===== config.mk =====
export PLATFORM = sky130hd
export DESIGN_NAME = stfs_free_stack
export DESIGN_NICKNAME = d
export VERILOG_FILES = /design/src/sv/stfs_pkg.sv /design/src/sv/stfs_free_stack.sv
export SDC_FILE = /design/constraint.sdc
export NUM_CORES = 2
export LEC_CHECK = 0
export ABC_CLOCK_PERIOD_IN_PS = 4900
export BUFFER_PORTS_ARGS = -buffer_cell sky130_fd_sc_hd__buf_2
export CORE_MARGIN = 10
export CORE_UTILIZATION = 40
export DETAILED_ROUTE_END_ITERATION = 8
export GPL_TIMING_DRIVEN = 0
export PLACE_DENSITY_LB_ADDON = 0.08
export SLEW_MARGIN = 0
export SYNTH_ARGS = -nofsm -noshare
export SYNTH_HDL_FRONTEND = slang
export SYNTH_SLANG_ARGS = --single-unit

===== constraint.sdc =====
create_clock -name clk -period 4.9 [get_ports clk]
set_input_delay 0.98 -clock clk [delete_from_list [all_inputs] [get_ports clk]]
set_output_delay 0.98 -clock clk [all_outputs]
set_load 0.05 [all_outputs]

===== src/sv/stfs_pkg.sv =====
package stfs_pkg;

	localparam int SLOTS      = 256;
	localparam int DATA_WIDTH = 32;
	localparam int SLOT_W     = $clog2(SLOTS);
	localparam int CNT_W      = $clog2(SLOTS + 1);

	typedef logic [SLOT_W-1:0]     slot_t;
	typedef logic [CNT_W-1:0]      cnt_t;
	typedef logic [DATA_WIDTH-1:0] data_t;

	typedef enum logic [1:0] {
		KIND_ADD  = 2'd0,
		KIND_FREE = 2'd1,
		KIND_GET  = 2'd2,
		KIND_SIZE = 2'd3
	} kind_t;

	typedef enum logic [1:0] {
		ST_OK     = 2'd0,
		ST_FULL   = 2'd1,
		ST_RANGE  = 2'd2,
		ST_DOUBLE = 2'd3
	} status_t;

	typedef struct packed {
		logic  vacant;
		data_t data;
	} entry_t;

	typedef struct packed {
		logic   we;
		slot_t  addr;
		entry_t entry;
	} slot_wr_t;

	typedef struct packed {
		logic  push;
		logic  pop;
		slot_t push_slot;
	} stack_ctl_t;

endpackage


===== src/sv/stfs_free_stack.sv =====
module stfs_free_stack
	import stfs_pkg::*;
(
	input  logic       clk,
	input  logic       arst_n,
	input  logic       rd_en,
	input  stack_ctl_t ctl,
	output slot_t      top,
	output cnt_t       depth
);

	slot_t mem [SLOTS];
	slot_t top_q;
	cnt_t  depth_q;
	cnt_t  top_pos;

	assign top_pos = depth_q - cnt_t'(1);

	always_ff @(posedge clk or negedge arst_n) begin
		if (!arst_n) begin
			depth_q <= '0;
		end else if (ctl.push) begin
			depth_q <= depth_q + cnt_t'(1);
		end else if (ctl.pop) begin
			depth_q <= depth_q - cnt_t'(1);
		end
	end

	always_ff @(posedge clk) begin
		if (ctl.push) begin
			mem[depth_q[SLOT_W-1:0]] <= ctl.push_slot;
		end
		if (rd_en) begin
			top_q <= mem[top_pos[SLOT_W-1:0]];
		end
	end

	assign top   = top_q;
	assign depth = depth_q;

endmodule


[Word level (Yosys, flattened, before mapping)]
Memory sizes are Yosys's and may differ from the RTL's. A register that Yosys moved wholly into a read port is not among the register bits.
Index checks and enable logic that the tools add are counted.
Cells by class
  $add $sub $neg: 2
  multiplexer cells: 4
  $mul: 0
  equal/unequal tests: 0
  order comparisons: 0
  bitwise operators: 0
  div/mod/pow operators: 0
  shifts and indexed selects: 0
  reductions and logical operators: 1
Operators by type and width (count)
  $mux W9: 2
  $add A9 B1 Y9 const B: 1
  $sub A9 B1 Y9 const B: 1
  $mux W1: 2
  $reduce_bool A2 Y1: 1
Storage, ports and cells
  bits in latches: 0
  output and inout port bits: 17
  flip-flop bits (word level): 9
  input bits: 13
  memory bits (read-only): 0
  RAM bits: 2048
  memories kept: 1
  logic and storage cells: 9
Memory list
  mem: words 256, bits a word 8, read ports 1, clocked after memory_dff 1, wr ports 1, RTL line stfs_free_stack.sv:12  | slot_t mem [SLOTS];

[Logic depth before layout (Yosys ltp)]
  word-level depth: 3
  depth in mapped cells: 17

[Least setup slack after synthesis]
Ideal clock, no wire load.
  kind: register -> register
  start: register depth_q[0] (netlist: depth[0])
  end: register top_q[4] (netlist: top[4]) (read register of mem) (data pin)
  slack: 0.651 ns
  stages on the path, launching flop included: 17
  path buffers: 9
  clock period less this slack: 4.249 ns
  arrival time: 3.977 ns
  cells stage by stage: dfrtp_1 > buf_6 > buf_6 > buf_2 > buf_2 > buf_2 > inv_1 > ha_1 > buf_2 > buf_2 > buf_1 > clkbuf_1 > mux4_2 > a22oi_1 > a21oi_1 > nor3_1 > o221ai_1
Between the ends
  cells in the longest elaborated chain, start to end: 1
Ends and longest elaborated chain
  start: declaration: RTL line stfs_free_stack.sv:14  | cnt_t depth_q;
  start signal: assignment: RTL line stfs_free_stack.sv:23  | depth_q <= depth_q + cnt_t'(1);
  start signal: assignment: RTL line stfs_free_stack.sv:25  | depth_q <= depth_q - cnt_t'(1);
  $sub A9 B1 Y9
  end: declaration: RTL line stfs_free_stack.sv:13  | slot_t top_q;
No other way between the ends.
A chain may end at the register's enable or synchronous reset.

[Worst setup path after layout]
  start: register depth_q[0] (netlist: depth[0])
  end: register top_q[6] (netlist: top[6]) (read register of mem) (data pin)
The elaborated chain is that of the path after synthesis.

==> flow_summary.json <==
{
  "fin_nets": 3981,
  "p_leak_nw": 28.3,
  "ant_nets": 0,
  "io-pin-count": 30,
  "drive_gt1_share_pct": 27.8,
  "cts_buffer_depth": 3,
  "final_common_cell": "edfxtp_1",
  "fin_util_pct": 46.6,
  "placed_cell_area_sq_um": 84000,
  "synthCells": 3679,
  "worst_pin_slew_ns": 1.40,
  "required_ns": 5.43,
  "die_w_um": 466,
  "die-area_sq_um": 217000,
  "place_ws_ns": -3.18,
  "grt_pass1_wl_um": 328000,
  "max_slew_margin_pct": 5.75,
  "combPwrFrac_pct": 42.3,
  "clkPwrFrac_pct": 25.7,
  "synth_area_sq_um": 79600,
  "crit_fanout": 10,
  "cts_tree": "built",
  "cap_violations": 0,
  "violations": "setup timing",
  "setup_viol": 1,
  "fin_crit_ns": 4.91,
  "synth.top_cell.area_share_pct": 77.6,
  "antenna_found_initial": 12,
  "gp_congestion": 0.848,
  "syn_nets": 3696,
  "num_rows": 163,
  "critPathLaunchType": "flop",
  "drt_pass1_iterations": 7,
  "layout_common_cells": "edfxtp_1, mux4_2, nor2_1, clkbuf_16, a22oi_1",
  "drt_iter0_markers": 4220,
  "portBuffers": 29,
  "clk_pin_slew_ns": 0.06,
  "ys.warnings.count": 0,
  "initial_utilization_pct": 40.3,
  "drt_wl_total_um": 236000,
  "grt_overflow": 0,
  "drv_slew": 0,
  "wl_per_cell_um": 34.8,
  "synth_edf_count": 2056,
  "wl_met1_um": 102000,
  "clock-sinks": 2065,
  "ys_seq_area_share_pct": 77.8,
  "vias": 39200,
  "synth_area_leaders": "edfxtp_1, mux4_2, a22oi_1, nor2_1, buf_2",
  "fin_cells": 6791,
  "viasPerCell": 5.78,
  "grt_pass1_vias": 40200,
  "met3_length_um": 15000,
  "ir_worst_vdd_uv": 419,
  "cts_root_buf": "clkbuf_16",
  "syn_to_final_growth_pct": 15.6,
  "fin_area_sq_um": 92000,
  "highest_layer": "met5",
  "min_period_over_period_pct": 100,
  "whs_ns": 0.450,
  "grt_max_degree": 133,
  "numCtsBuffers": 216,
  "synthFlopType": "edfxtp_1",
  "worst-setup-path-type": "flop to flop",
  "drc": 0,
  "async_flop_share_pct": 0.436,
  "dp_hpwl_um": 157000,
  "dpl.cell_count": 6379,
  "h-tree-depth": 4,
  "switching_share_pct": 38.7,
  "p_int_w": 0.0381,
  "fin_skew_ns": 0.0461,
  "outcome": "finished, violations left",
  "ys_types": 51,
  "seq_power_share_pct": 32.0,
  "synth_area_leader_cell": "edfxtp_1",
  "arrival_ns": 5.44,
  "powerDensity_nw_per_um2": 676,
  "coreArea_sq_um": 198000,
  "track_usage_pct": 21.5,
  "finalWorstSetupSlack_ns": -0.0110,
  "hold_path.class": "input pin to flop",
  "switching_power_w": 0.0240,
  "ys_ff_latch": 2065,
  "wl_met2_um": 111000,
  "fmax_mhz": 204,
  "finalHoldViolCount": 0,
  "die_h_um": 466,
  "syn_avg_cell_area_sq_um": 21.6,
  "clk_latency_ns": 0.88,
  "crit_path_end_kind": "flop"
}
-- cells in the mapped netlist (24+ instances only) --
master,number
edfxtp_1,2056
mux4_2,512
nor2_1,271
a22oi_1,193
clkbuf_1,113
nand2_1,113
buf_2,96
a21oi_1,49
a22o_1,48
nand3_1,31
nor3_1,28
mux2i_1,24
-- routing by layer --
metal	up-vias	track usage (%)
li1	16100	-
met1	21400	30.4
met2	1311	33.7
met3	350	4.27
met4	4	6.63
met5	-	0.768
-- per-stage QoR --
step                power, W   TNS (ns)
finish                0.0622    -0.0110
global route          0.0642  -0.000388
CTS                   0.0624          0
detailed placement    0.0444     -24.87
global placement      0.0444   -2314.53
floorplan             0.0335          0
-- power groups by stage --
stage	clock network, W	registers [W]	logic [W]
CTS	0.0163	0.0199	0.0262
global route	0.0170	0.0199	0.0272
floorplan	0	0.0205	0.0131
global placement	0	0.0203	0.0240
finish	0.0160	0.0199	0.0263
detailed placement	0	0.0203	0.0242
-- layout make-up --
class | count | area (sq um)
clock buffer | 268 | 5650
clock inverter | 129 | 1160
fill | 16400 | 106000
tap | 2640 | 3300
antenna | 8 | 20.0
sequential | 2065 | 62000
multi-input combinational | 1385 | 17400
timing repair buffer | 67 | 1090
inverter | 3 | 11.3
buffer | 226 | 1360
-- path summary, 6_finish.rpt --
| check | slack, ns | from | depth (start not counted) | to |
|---|---|---|---|---|
| max in group asynchronous | 4.10 | arst_n | 2 | depth[7]$_DFFE_PN0P_ |
| worst min-delay path | 0.45 | rd_en | 1 | top[4]$_DFFE_PP_ |
| worst min register to register | 0.76 | depth[8]$_DFFE_PN0P_ | 1 | depth[8]$_DFFE_PN0P_ |
| worst max-delay path | -0.01 | depth[0]$_DFFE_PN0P_ | 16 | top[6]$_DFFE_PP_ |
| worst max register to register | -0.01 | depth[0]$_DFFE_PN0P_ | 16 | top[6]$_DFFE_PP_ |
| min in group asynchronous | 0.61 | arst_n | 2 | depth[0]$_DFFE_PN0P_ |
-- sequential cells by signal, summed over array words and instances, names as in the netlist --
signal and cells:
depth 9, mem 2048, top 8
-- critical path, stage by stage (launching register included) --
cell and delay, ns:
dfrtp_1 0.43, buf_6 0.17, buf_6 0.20, buf_8 0.21
buf_8 0.20, buf_8 0.20, inv_1 0.09, ha_1 0.32
buf_12 0.20, buf_4 0.25, clkbuf_8 0.27, mux4_2 0.36
a22oi_1 0.57, nand2_1 0.23, a22o_1 0.32, nor3_1 0.23
o221ai_2 0.25
-- cells by family (layout without fill, tap and decap cells) --
group | after synthesis | after routing | share of synthesized area, %
compound gates | 350 | 350 | 3.30
xor+xnor | 15 | 15 | 0.217
fa+ha+maj | 4 | 4 | 0.0629
buf+inv | 229 | 693 | 1.26
flops | 2065 | 2065 | 77.8
mux | 536 | 536 | 14.8
other cells | 0 | 8 | 0
simple gates | 480 | 480 | 2.52
-- timing repair --
item | in CTS | in global routing
endpoints found under the setup margin | 29 | 8
resized for setup | 227 | 46
pin swaps | 12 | 10
hold endpoints to repair | 9 | 0
cloned | 0 | 0
setup buffers | 4 | 2
hold buffers | 1 | 0
No activity file was read; power rests on OpenSTA's default activity.
